## src/design/pidf_pkg.sv

```systemverilog
package pidf_pkg;

    localparam int VALUE_WIDTH_DEF = 32;
    localparam int IN_W            = 32;
    localparam int OUT_W           = 32;
    localparam int DT_W            = 24;
    localparam int GAIN_W          = 31;
    localparam int F_W             = 32;
    localparam int CFG_IDX_W       = 3;

    localparam logic [CFG_IDX_W-1:0] CFG_GAIN_P      = 3'd0;
    localparam logic [CFG_IDX_W-1:0] CFG_GAIN_I      = 3'd1;
    localparam logic [CFG_IDX_W-1:0] CFG_GAIN_D      = 3'd2;
    localparam logic [CFG_IDX_W-1:0] CFG_DRIVE_LIMIT = 3'd3;
    localparam logic [CFG_IDX_W-1:0] CFG_ACCUM_LIMIT = 3'd4;

    // Q0.16 smoothing weights for the new and the previous derivative.
    localparam logic [15:0] EMA_NEW = 16'd45875;
    localparam logic [15:0] EMA_OLD = 16'd19661;

    typedef struct packed {
        logic done;
        logic ovf;
    } div_stat_t;

endpackage

```

## src/design/pidf_div.sv

```systemverilog
module pidf_div #(
    parameter int W = pidf_pkg::VALUE_WIDTH_DEF
) (
    input  logic                        aclk,
    input  logic                        aresetn,
    input  logic                        start,
    input  logic [W:0]                  dividend_mag,
    input  logic [pidf_pkg::DT_W-1:0]   divisor,
    output pidf_pkg::div_stat_t         stat,
    output logic [W-1:0]                quotient
);
    import pidf_pkg::*;

    localparam int RW = W + DT_W + 1;
    localparam int CW = $clog2(W + 1);

    logic [RW-1:0] rem_reg;
    logic [RW-1:0] dsh_reg;
    logic [W:0]    quo_reg;
    logic [CW-1:0] cnt_reg;
    logic          run_reg;
    logic          done_reg;
    logic [DT_W-1:0] dv_safe;
    logic          ge;

    // A zero time step divides by one.
    assign dv_safe = (divisor == '0) ? DT_W'(1) : divisor;
    assign ge      = (rem_reg >= dsh_reg);

    always_ff @(posedge aclk) begin
        if (!aresetn) begin
            run_reg  <= 1'b0;
            done_reg <= 1'b0;
        end else begin
            done_reg <= 1'b0;
            if (start) begin
                rem_reg <= {dividend_mag, {DT_W{1'b0}}};
                dsh_reg <= RW'(dv_safe) << W;
                cnt_reg <= CW'(W);
                run_reg <= 1'b1;
            end else if (run_reg) begin
                // The first step tests bit W; a set bit there means the
                // quotient is beyond any representable magnitude.
                if (ge) begin
                    rem_reg <= rem_reg - dsh_reg;
                end
                quo_reg <= {quo_reg[W-1:0], ge};
                dsh_reg <= dsh_reg >> 1;
                if (cnt_reg == '0) begin
                    run_reg  <= 1'b0;
                    done_reg <= 1'b1;
                end else begin
                    cnt_reg <= cnt_reg - CW'(1);
                end
            end
        end
    end

    assign stat.done = done_reg;
    assign stat.ovf  = quo_reg[W];
    assign quotient  = quo_reg[W-1:0];

endmodule

```

## src/design/pid_with_filtered_derivative_core.sv

```systemverilog
// PID controller with derivative on measurement, smoothed derivative and
// integral anti-windup.
//
// Configuration: write gains and limits through cfg_valid/cfg_ready with a
// register index and 31-bit data; cfg_ready is always high. Write only while
// no sample is in progress.
// Input: one sample per transfer on s_valid/s_ready. s_ready is high only
// while the sequencer is idle.
// Output: one drive value per sample on m_valid/m_ready, held in an output
// register, so the next sample can be taken while a result waits.
// Timing: one shared multiplier handles six products, each through the select,
// low-half multiply, high-half multiply, round and post steps, and a radix-2
// divider forms the derivative. When hold_accum is set the integral increment
// product is skipped. If m_ready stays low the sequencer waits in its final
// step until the output register frees up.
// Reset: synchronous, active low; clears the configuration, the integral,
// the previous measurement, the smoothed derivative and the output valid.
module pid_with_filtered_derivative_core #(
    parameter int VALUE_WIDTH = pidf_pkg::VALUE_WIDTH_DEF
) (
    input  logic                                aclk,
    input  logic                                aresetn,
    input  logic                                cfg_valid,
    output logic                                cfg_ready,
    input  logic [pidf_pkg::CFG_IDX_W-1:0]      cfg_index,
    input  logic [pidf_pkg::GAIN_W-1:0]         cfg_data,
    input  logic                                s_valid,
    output logic                                s_ready,
    input  logic signed [pidf_pkg::IN_W-1:0]    s_target,
    input  logic signed [pidf_pkg::IN_W-1:0]    s_sensed,
    input  logic [pidf_pkg::DT_W-1:0]           s_step_time,
    input  logic                                s_hold_accum,
    output logic                                m_valid,
    input  logic                                m_ready,
    output logic signed [pidf_pkg::OUT_W-1:0]   m_drive
);
    import pidf_pkg::*;

    localparam int W    = VALUE_WIDTH;
    localparam int XW   = W + 34;
    localparam int PW   = W + F_W;
    localparam int HALF = (W + 1) / 2;

    localparam logic signed [XW-1:0] WMAX_X = {{(XW-W+1){1'b0}}, {(W-1){1'b1}}};
    localparam logic signed [XW-1:0] WMIN_X = {{(XW-W+1){1'b1}}, {(W-1){1'b0}}};
    localparam logic [PW:0] HALF16 = {{(PW-15){1'b0}}, 1'b1, 15'b0};
    localparam logic [PW:0] HALF24 = {{(PW-23){1'b0}}, 1'b1, 23'b0};

    typedef enum logic [8:0] {
        ST_IDLE = 9'b000000001,
        ST_DIFF = 9'b000000010,
        ST_SEL  = 9'b000000100,
        ST_MLO  = 9'b000001000,
        ST_MHI  = 9'b000010000,
        ST_RND  = 9'b000100000,
        ST_POST = 9'b001000000,
        ST_DIVW = 9'b010000000,
        ST_OUT  = 9'b100000000
    } state_t;

    typedef enum logic [2:0] {
        OP_P   = 3'd0,
        OP_INC = 3'd1,
        OP_I   = 3'd2,
        OP_NEW = 3'd3,
        OP_OLD = 3'd4,
        OP_D   = 3'd5
    } op_t;

    function automatic logic signed [W-1:0] sat_w(input logic signed [XW-1:0] x);
        logic signed [XW-1:0] y;
        if (x > WMAX_X) begin
            y = WMAX_X;
        end else if (x < WMIN_X) begin
            y = WMIN_X;
        end else begin
            y = x;
        end
        return y[W-1:0];
    endfunction

    function automatic logic signed [W-1:0] clamp_w(input logic signed [XW-1:0] x,
                                                    input logic [GAIN_W-1:0] lim);
        logic signed [XW-1:0] limx;
        logic signed [XW-1:0] y;
        limx = signed'({{(XW-GAIN_W){1'b0}}, lim});
        if (x > limx) begin
            y = limx;
        end else if (x < -limx) begin
            y = -limx;
        end else begin
            y = x;
        end
        return sat_w(y);
    endfunction

    state_t state_reg;
    op_t    op_reg;

    logic [GAIN_W-1:0] gain_p_reg, gain_i_reg, gain_d_reg;
    logic [GAIN_W-1:0] drive_limit_reg, accum_limit_reg;

    logic signed [W-1:0] accum_reg, last_reg, smooth_reg;
    logic signed [W-1:0] t_reg, s_reg, err_reg, p_reg, raw_reg, ema_reg, r_reg;
    logic [DT_W-1:0]     dt_reg;
    logic                hold_reg;
    logic [W:0]          div_mag_reg;
    logic                div_neg_reg;
    logic signed [XW-1:0] sum_reg;
    logic [OUT_W-1:0]    drive_res_reg;
    logic                m_valid_reg;
    logic [OUT_W-1:0]    m_drive_reg;
    logic                out_load;

    logic [W-1:0]        mag_reg;
    logic                neg_reg;
    logic [F_W-1:0]      f_reg;
    logic                sh24_reg;
    logic [PW-1:0]       acc_reg;

    logic signed [W-1:0]  opnd_v;
    logic [F_W-1:0]       opnd_f;
    logic                 opnd_sh24;
    logic [HALF-1:0]      chunk;
    logic [HALF+F_W-1:0]  prod;
    logic [PW:0]          rnd_sum;
    logic [PW:0]          rnd_mag;
    logic signed [XW-1:0] rnd_x;
    logic signed [W-1:0]  rnd_val;
    logic signed [XW-1:0] diff_x;
    logic signed [XW-1:0] quo_x;

    logic                div_start;
    div_stat_t           div_stat;
    logic [W-1:0]        div_quo;

    pidf_div #(
        .W(W)
    ) u_div (
        .aclk         (aclk),
        .aresetn      (aresetn),
        .start        (div_start),
        .dividend_mag (div_mag_reg),
        .divisor      (dt_reg),
        .stat         (div_stat),
        .quotient     (div_quo)
    );

    assign div_start = (state_reg == ST_POST) && (op_reg == OP_I);

    // Operand selection for the shared multiplier.
    always_comb begin
        case (op_reg)
            OP_P: begin
                opnd_v = err_reg;    opnd_f = F_W'(gain_p_reg); opnd_sh24 = 1'b0;
            end
            OP_INC: begin
                opnd_v = err_reg;    opnd_f = F_W'(dt_reg);     opnd_sh24 = 1'b1;
            end
            OP_I: begin
                opnd_v = accum_reg;  opnd_f = F_W'(gain_i_reg); opnd_sh24 = 1'b0;
            end
            OP_NEW: begin
                opnd_v = raw_reg;    opnd_f = F_W'(EMA_NEW);    opnd_sh24 = 1'b0;
            end
            OP_OLD: begin
                opnd_v = smooth_reg; opnd_f = F_W'(EMA_OLD);    opnd_sh24 = 1'b0;
            end
            OP_D: begin
                opnd_v = smooth_reg; opnd_f = F_W'(gain_d_reg); opnd_sh24 = 1'b0;
            end
            default: begin
                opnd_v = err_reg;    opnd_f = '0;               opnd_sh24 = 1'b0;
            end
        endcase
    end

    // The magnitude is multiplied in two halves on one multiplier.
    assign chunk = (state_reg == ST_MLO) ? mag_reg[HALF-1:0] : HALF'(mag_reg[W-1:HALF]);
    assign prod  = chunk * f_reg;

    // Round half away from zero on the magnitude, then restore the sign.
    always_comb begin
        rnd_sum = {1'b0, acc_reg} + (sh24_reg ? HALF24 : HALF16);
        rnd_mag = sh24_reg ? (rnd_sum >> 24) : (rnd_sum >> 16);
        rnd_x   = signed'(XW'(rnd_mag));
        rnd_val = sat_w(neg_reg ? -rnd_x : rnd_x);
    end

    assign diff_x = XW'(last_reg) - XW'(s_reg);
    assign quo_x  = signed'(XW'(div_quo));

    // The output register takes a new value when it is empty or its value leaves.
    assign out_load = (state_reg == ST_OUT) && (!m_valid_reg || m_ready);

    always_ff @(posedge aclk) begin
        if (!aresetn) begin
            m_valid_reg <= 1'b0;
        end else if (out_load) begin
            m_valid_reg <= 1'b1;
        end else if (m_ready) begin
            m_valid_reg <= 1'b0;
        end
    end

    always_ff @(posedge aclk) begin
        if (!aresetn) begin
            state_reg       <= ST_IDLE;
            op_reg          <= OP_P;
            accum_reg       <= '0;
            last_reg        <= '0;
            smooth_reg      <= '0;
            gain_p_reg      <= '0;
            gain_i_reg      <= '0;
            gain_d_reg      <= '0;
            drive_limit_reg <= '0;
            accum_limit_reg <= '0;
        end else begin
            if (cfg_valid) begin
                case (cfg_index)
                    CFG_GAIN_P:      gain_p_reg      <= cfg_data;
                    CFG_GAIN_I:      gain_i_reg      <= cfg_data;
                    CFG_GAIN_D:      gain_d_reg      <= cfg_data;
                    CFG_DRIVE_LIMIT: drive_limit_reg <= cfg_data;
                    CFG_ACCUM_LIMIT: accum_limit_reg <= cfg_data;
                    default: ;
                endcase
            end

            case (state_reg)
                ST_IDLE: begin
                    if (s_valid) begin
                        t_reg     <= sat_w(XW'(s_target));
                        s_reg     <= sat_w(XW'(s_sensed));
                        dt_reg    <= s_step_time;
                        hold_reg  <= s_hold_accum;
                        state_reg <= ST_DIFF;
                    end
                end
                ST_DIFF: begin
                    err_reg     <= sat_w(XW'(t_reg) - XW'(s_reg));
                    div_neg_reg <= diff_x[XW-1];
                    div_mag_reg <= diff_x[XW-1] ? (W+1)'(-diff_x) : (W+1)'(diff_x);
                    last_reg    <= s_reg;
                    op_reg      <= OP_P;
                    state_reg   <= ST_SEL;
                end
                ST_SEL: begin
                    mag_reg   <= opnd_v[W-1] ? W'(-opnd_v) : W'(opnd_v);
                    neg_reg   <= opnd_v[W-1];
                    f_reg     <= opnd_f;
                    sh24_reg  <= opnd_sh24;
                    state_reg <= ST_MLO;
                end
                ST_MLO: begin
                    acc_reg   <= PW'(prod);
                    state_reg <= ST_MHI;
                end
                ST_MHI: begin
                    acc_reg   <= acc_reg + (PW'(prod) << HALF);
                    state_reg <= ST_RND;
                end
                ST_RND: begin
                    r_reg     <= rnd_val;
                    state_reg <= ST_POST;
                end
                ST_POST: begin
                    case (op_reg)
                        OP_P: begin
                            p_reg     <= r_reg;
                            op_reg    <= hold_reg ? OP_I : OP_INC;
                            state_reg <= ST_SEL;
                        end
                        OP_INC: begin
                            accum_reg <= clamp_w(XW'(accum_reg) + XW'(r_reg), accum_limit_reg);
                            op_reg    <= OP_I;
                            state_reg <= ST_SEL;
                        end
                        OP_I: begin
                            sum_reg   <= XW'(p_reg) + XW'(r_reg);
                            state_reg <= ST_DIVW;
                        end
                        OP_NEW: begin
                            ema_reg   <= r_reg;
                            op_reg    <= OP_OLD;
                            state_reg <= ST_SEL;
                        end
                        OP_OLD: begin
                            smooth_reg <= sat_w(XW'(ema_reg) + XW'(r_reg));
                            op_reg     <= OP_D;
                            state_reg  <= ST_SEL;
                        end
                        OP_D: begin
                            drive_res_reg <= OUT_W'(XW'(clamp_w(sum_reg + XW'(r_reg),
                                                                drive_limit_reg)));
                            state_reg     <= ST_OUT;
                        end
                        default: begin
                            state_reg <= ST_IDLE;
                        end
                    endcase
                end
                ST_DIVW: begin
                    if (div_stat.done) begin
                        if (div_stat.ovf) begin
                            raw_reg <= div_neg_reg ? WMIN_X[W-1:0] : WMAX_X[W-1:0];
                        end else begin
                            raw_reg <= sat_w(div_neg_reg ? -quo_x : quo_x);
                        end
                        op_reg    <= OP_NEW;
                        state_reg <= ST_SEL;
                    end
                end
                ST_OUT: begin
                    if (out_load) begin
                        m_drive_reg <= drive_res_reg;
                        state_reg   <= ST_IDLE;
                    end
                end
                default: begin
                    state_reg <= ST_IDLE;
                end
            endcase
        end
    end

    assign cfg_ready = 1'b1;
    assign s_ready   = (state_reg == ST_IDLE);
    assign m_valid   = m_valid_reg;
    assign m_drive   = signed'(m_drive_reg);

endmodule

```

## config.mk

```make
export PLATFORM = sky130hd
export DESIGN_NAME = pid_with_filtered_derivative_core
export DESIGN_NICKNAME = d
export VERILOG_FILES = /design/src/design/pidf_pkg.sv /design/src/design/pidf_div.sv /design/src/design/pid_with_filtered_derivative_core.sv
export SDC_FILE = /design/constraint.sdc
export NUM_CORES = 2
export LEC_CHECK = 0
export BUFFER_PORTS_ARGS = -buffer_cell sky130_fd_sc_hd__buf_2
export CORE_MARGIN = 2
export CORE_UTILIZATION = 45
export DETAILED_ROUTE_END_ITERATION = 12
export GPL_ROUTABILITY_DRIVEN = 0
export PLACE_DENSITY = 0.61
export SLEW_MARGIN = 20
export SYNTH_ARGS = -nofsm -noshare
export SYNTH_HDL_FRONTEND = slang
export SYNTH_SLANG_ARGS = --single-unit
```

## constraint.sdc

```tcl
create_clock -name aclk -period 10.9 [get_ports aclk]
set_clock_uncertainty 0.05 [all_clocks]
set_input_delay 0.545 -clock aclk [delete_from_list [all_inputs] [get_ports aclk]]
set_output_delay 0.545 -clock aclk [all_outputs]
set_load 0.02 [all_outputs]
```

==> metrics.csv <==
stage,metric,value,unit
synthesis,syn_area,77170,um^2
floorplanning,die_area,174800,um^2
timing,finalSetupTns,0,ns
timing,setup_slack,0.5470,ns
flow_run,cap_violations,0,
final_layout,postLayoutCellArea,84510,um^2
drt,routedWlPerCell,21.90,um
global_route,track_usage,0.2670,
drt,num_vias,63470,
final_layout,final_cell_mix,"nand2_1 (1079), inv_1 (782), a21oi_1 (671), edfxtp_1 (646), ha_1 (623)",
clock_network,tritoncts,done,
place,post-place-ws,0.07784,ns
synthesis,synthesis.nets,9693,
place,io_buffers,161,
floorplanning,die_x,418.1,um
worst_setup_path,critical_path_class,reg2reg,
timing,finalSetupViolCount,0,
final_layout,area_growth,9.514,%
clock_network,cts_buffers,104,
floorplanning,start_util,0.4544,
global_route,grt_overflow_total,0,
drt,drtIter0Drc,5787,
synthesis,avgSynthCellArea,9.049,um^2
synthesis,synth-warning-count,0,
timing,hold_viol_final,0,
worst_setup_path,crit_top_cell,fa_1,
run_status,outcome,"complete, no violations",
power_and_ir_drop,ir_worst_vdd,0.1277,mV
synthesis,synth_seq_cells,912,
final_layout,drive_gt1_frac,0.07953,
min_path,hp-class,in2reg,
synthesis,synth_mux_area_frac,0.02271,
floorplanning,ios,163,
clock_network,clockBufferDepth,3,
floorplanning,die_y,418.1,um
global_route,antenna_found_initial,8,
place,post-dp-hpwl,181.0,mm
drt,routed_wl,237.4,mm
floorplanning,rows,151,
synthesis,seq_area_frac_synth,0.3204,
final_layout,antennaDiodeCount,0,
synthesis,synth_compound_area_frac,0.1693,
global_route,grt_max_degree,98,
worst_setup_path,required,11.36,ns
synthesis,yosysUniqueCellTypes,105,
worst_setup_path,slowest_delay,0.56,ns
final_layout,nNetsFinal,9701,
drt,ant_nets,0,
worst_setup_path,crit_path_top_delay_cell,or4_1,
synthesis,synth-edff-count,646,
floorplanning,core,169800,um^2
drt,vias_per_cell,5.853,
clock_network,cts-root-buf,clkbuf_16,
worst_setup_path,crit_arrival,10.82,ns
clock_network,htree_levels,3,
timing,layout_min_cycle_time,10.35,ns
timing,fmax,96.59,MHz
worst_setup_path,critPathMaxFanout,20,
synthesis,synth_top_family_by_area,adder cells,
drt,drcViolationCount,0,
final_layout,largest_reg_flops,57,
worst_setup_path,crit_path_start_kind,register,
synthesis,synthAdderAreaFrac,0.2089,
synthesis,yosys.area_share.xor_xnor,0.05524,
clock_network,clk_latency,0.77,ns
clock_network,cts.sinks,912,
power_and_ir_drop,finalPower,8953,uW
final_layout,fin_util,0.4976,
timing,rsz0062_at_grt,no,
clock_network,clkTransAtPathRegs,0.06,ns
worst_setup_path,end_kind,register,
synthesis,async_flop_share,0,
final_layout,final_common_cell,nand2_1,
synthesis,synth_ff_type,edfxtp_1,
synthesis,syn_inst,8528,
timing,slew_violations,0,
place,postPlaceCellArea,79900,um^2
power_and_ir_drop,power_leakage,0.03510,uW
timing,max_slew_margin,0.2207,
synthesis,yosys.area_share.simple,0.1616,
global_route,grt_pass1_vias,61240,
power_and_ir_drop,powerDensity,105.9,nW/um^2
drt,first_pass_iters,8,
global_route,grt_pass1_wl,362.6,mm
timing,fin_crit_sh,0.9498,
timing,worst_pin_slew,1.168,ns
[critical path, delay by kind of cell, from the launching register on]
kind / cells / cell delay, ns
adder cells (fa/ha/maj): 8 / 3.83
AO/OA/AOI/OAI: 12 / 3.05
AND/OR/NAND/NOR: 7 / 1.53
buffers and inverters: 5 / 0.46
multiplexers: 1 / 0.44
XOR/XNOR: 2 / 0.39
flip-flops: 1 / 0.33
[layer usage]
layer | wire length, um | up-vias | global-route usage
li1 | - | 29790 | -
met2 | 107800 | 2334 | 0.4275
met3 | 16200 | 470 | 0.03737
met4 | 10610 | 4 | 0.1109
met5 | 25 | - | 0
met1 | 102800 | 30880 | 0.3627
[cells in the mapped netlist (29+ instances only)]
cell / instances / share of area
o31ai_1: 61 / 0.0059
nand4_1: 86 / 0.0070
edfxtp_1: 646 / 0.25
o21a_1: 64 / 0.0062
nand3_1: 143 / 0.0093
nor2b_1: 77 / 0.0062
mux2i_1: 102 / 0.013
xnor2_1: 293 / 0.033
ha_1: 623 / 0.10
nor2_1: 522 / 0.025
nor4_1: 56 / 0.0045
fa_1: 414 / 0.11
buf_1: 42 / 0.0020
a21o_1: 233 / 0.023
o22ai_1: 31 / 0.0025
o21bai_1: 53 / 0.0052
o211ai_1: 38 / 0.0037
o221a_2: 41 / 0.0060
a211oi_1: 84 / 0.0082
nor3_1: 130 / 0.0084
o21ai_2: 31 / 0.0035
xor2_1: 191 / 0.022
dfxtp_1: 266 / 0.069
a21oi_1: 672 / 0.044
mux2_2: 65 / 0.0095
clkbuf_1: 388 / 0.019
a31oi_1: 57 / 0.0046
a211o_1: 31 / 0.0035
or3_1: 50 / 0.0041
and3_1: 53 / 0.0043
and2_1: 216 / 0.018
nand2_1: 1079 / 0.052
nor3b_1: 29 / 0.0028
a22oi_1: 31 / 0.0030
or2_2: 33 / 0.0027
nand2b_1: 73 / 0.0059
o21ai_0: 398 / 0.026
inv_1: 782 / 0.038
[power breakdown]
group / switching [uW] / internal, uW
clock network: 1540 / 2140
registers: 42.9 / 3750
logic: 902 / 584
[through the flow]
step	std cells	hold slack, ns
after floorplan	8528	0.3503
final	10840	0.06053
after global routing	10840	0.01921
after CTS	10840	0.004768
after detailed placement	10560	0.3556
after global placement	10560	0.3521
[logic make-up after synthesis]
kind of cell             count (synthesis)
buffers and inverters                 1243
other                                    1
multiplexers                           167
AND/OR/NAND/NOR                       2644
XOR/XNOR                               485
AO/OA/AOI/OAI                         2035
flip-flops                             912
adder cells (fa/ha/maj)               1041
[final cells by class]
type | instances | area [um^2]
Fill cell | 15720 | 85330
Multi-Input combinational cell | 6373 | 47920
Sequential cell | 912 | 24730
Inverter | 784 | 2948
Clock buffer | 143 | 2943
Tap cell | 2218 | 2775
Timing Repair Buffer | 361 | 2564
Clock inverter | 53 | 633.1
[repair_timing]
action	CTS	global route
resized for setup	0	20
hold buffers	88	0
setup endpoints to repair	0	11
buffers inserted	0	1
endpoints found under the hold margin	88	0
[final timing paths]
check / from / to / slack [ns] / cells past startpoint
max reg2reg: state_reg[1] / acc_reg[63] / 0.55 / 35
min reg2reg: drive_res_reg[19] / m_drive[19] / 0.36 / 0
min: s_sensed[31] / s_reg[31] / 0.06 / 1
max: state_reg[1] / acc_reg[63] / 0.55 / 35
Note: power is estimated with default switching activity, not from simulation.
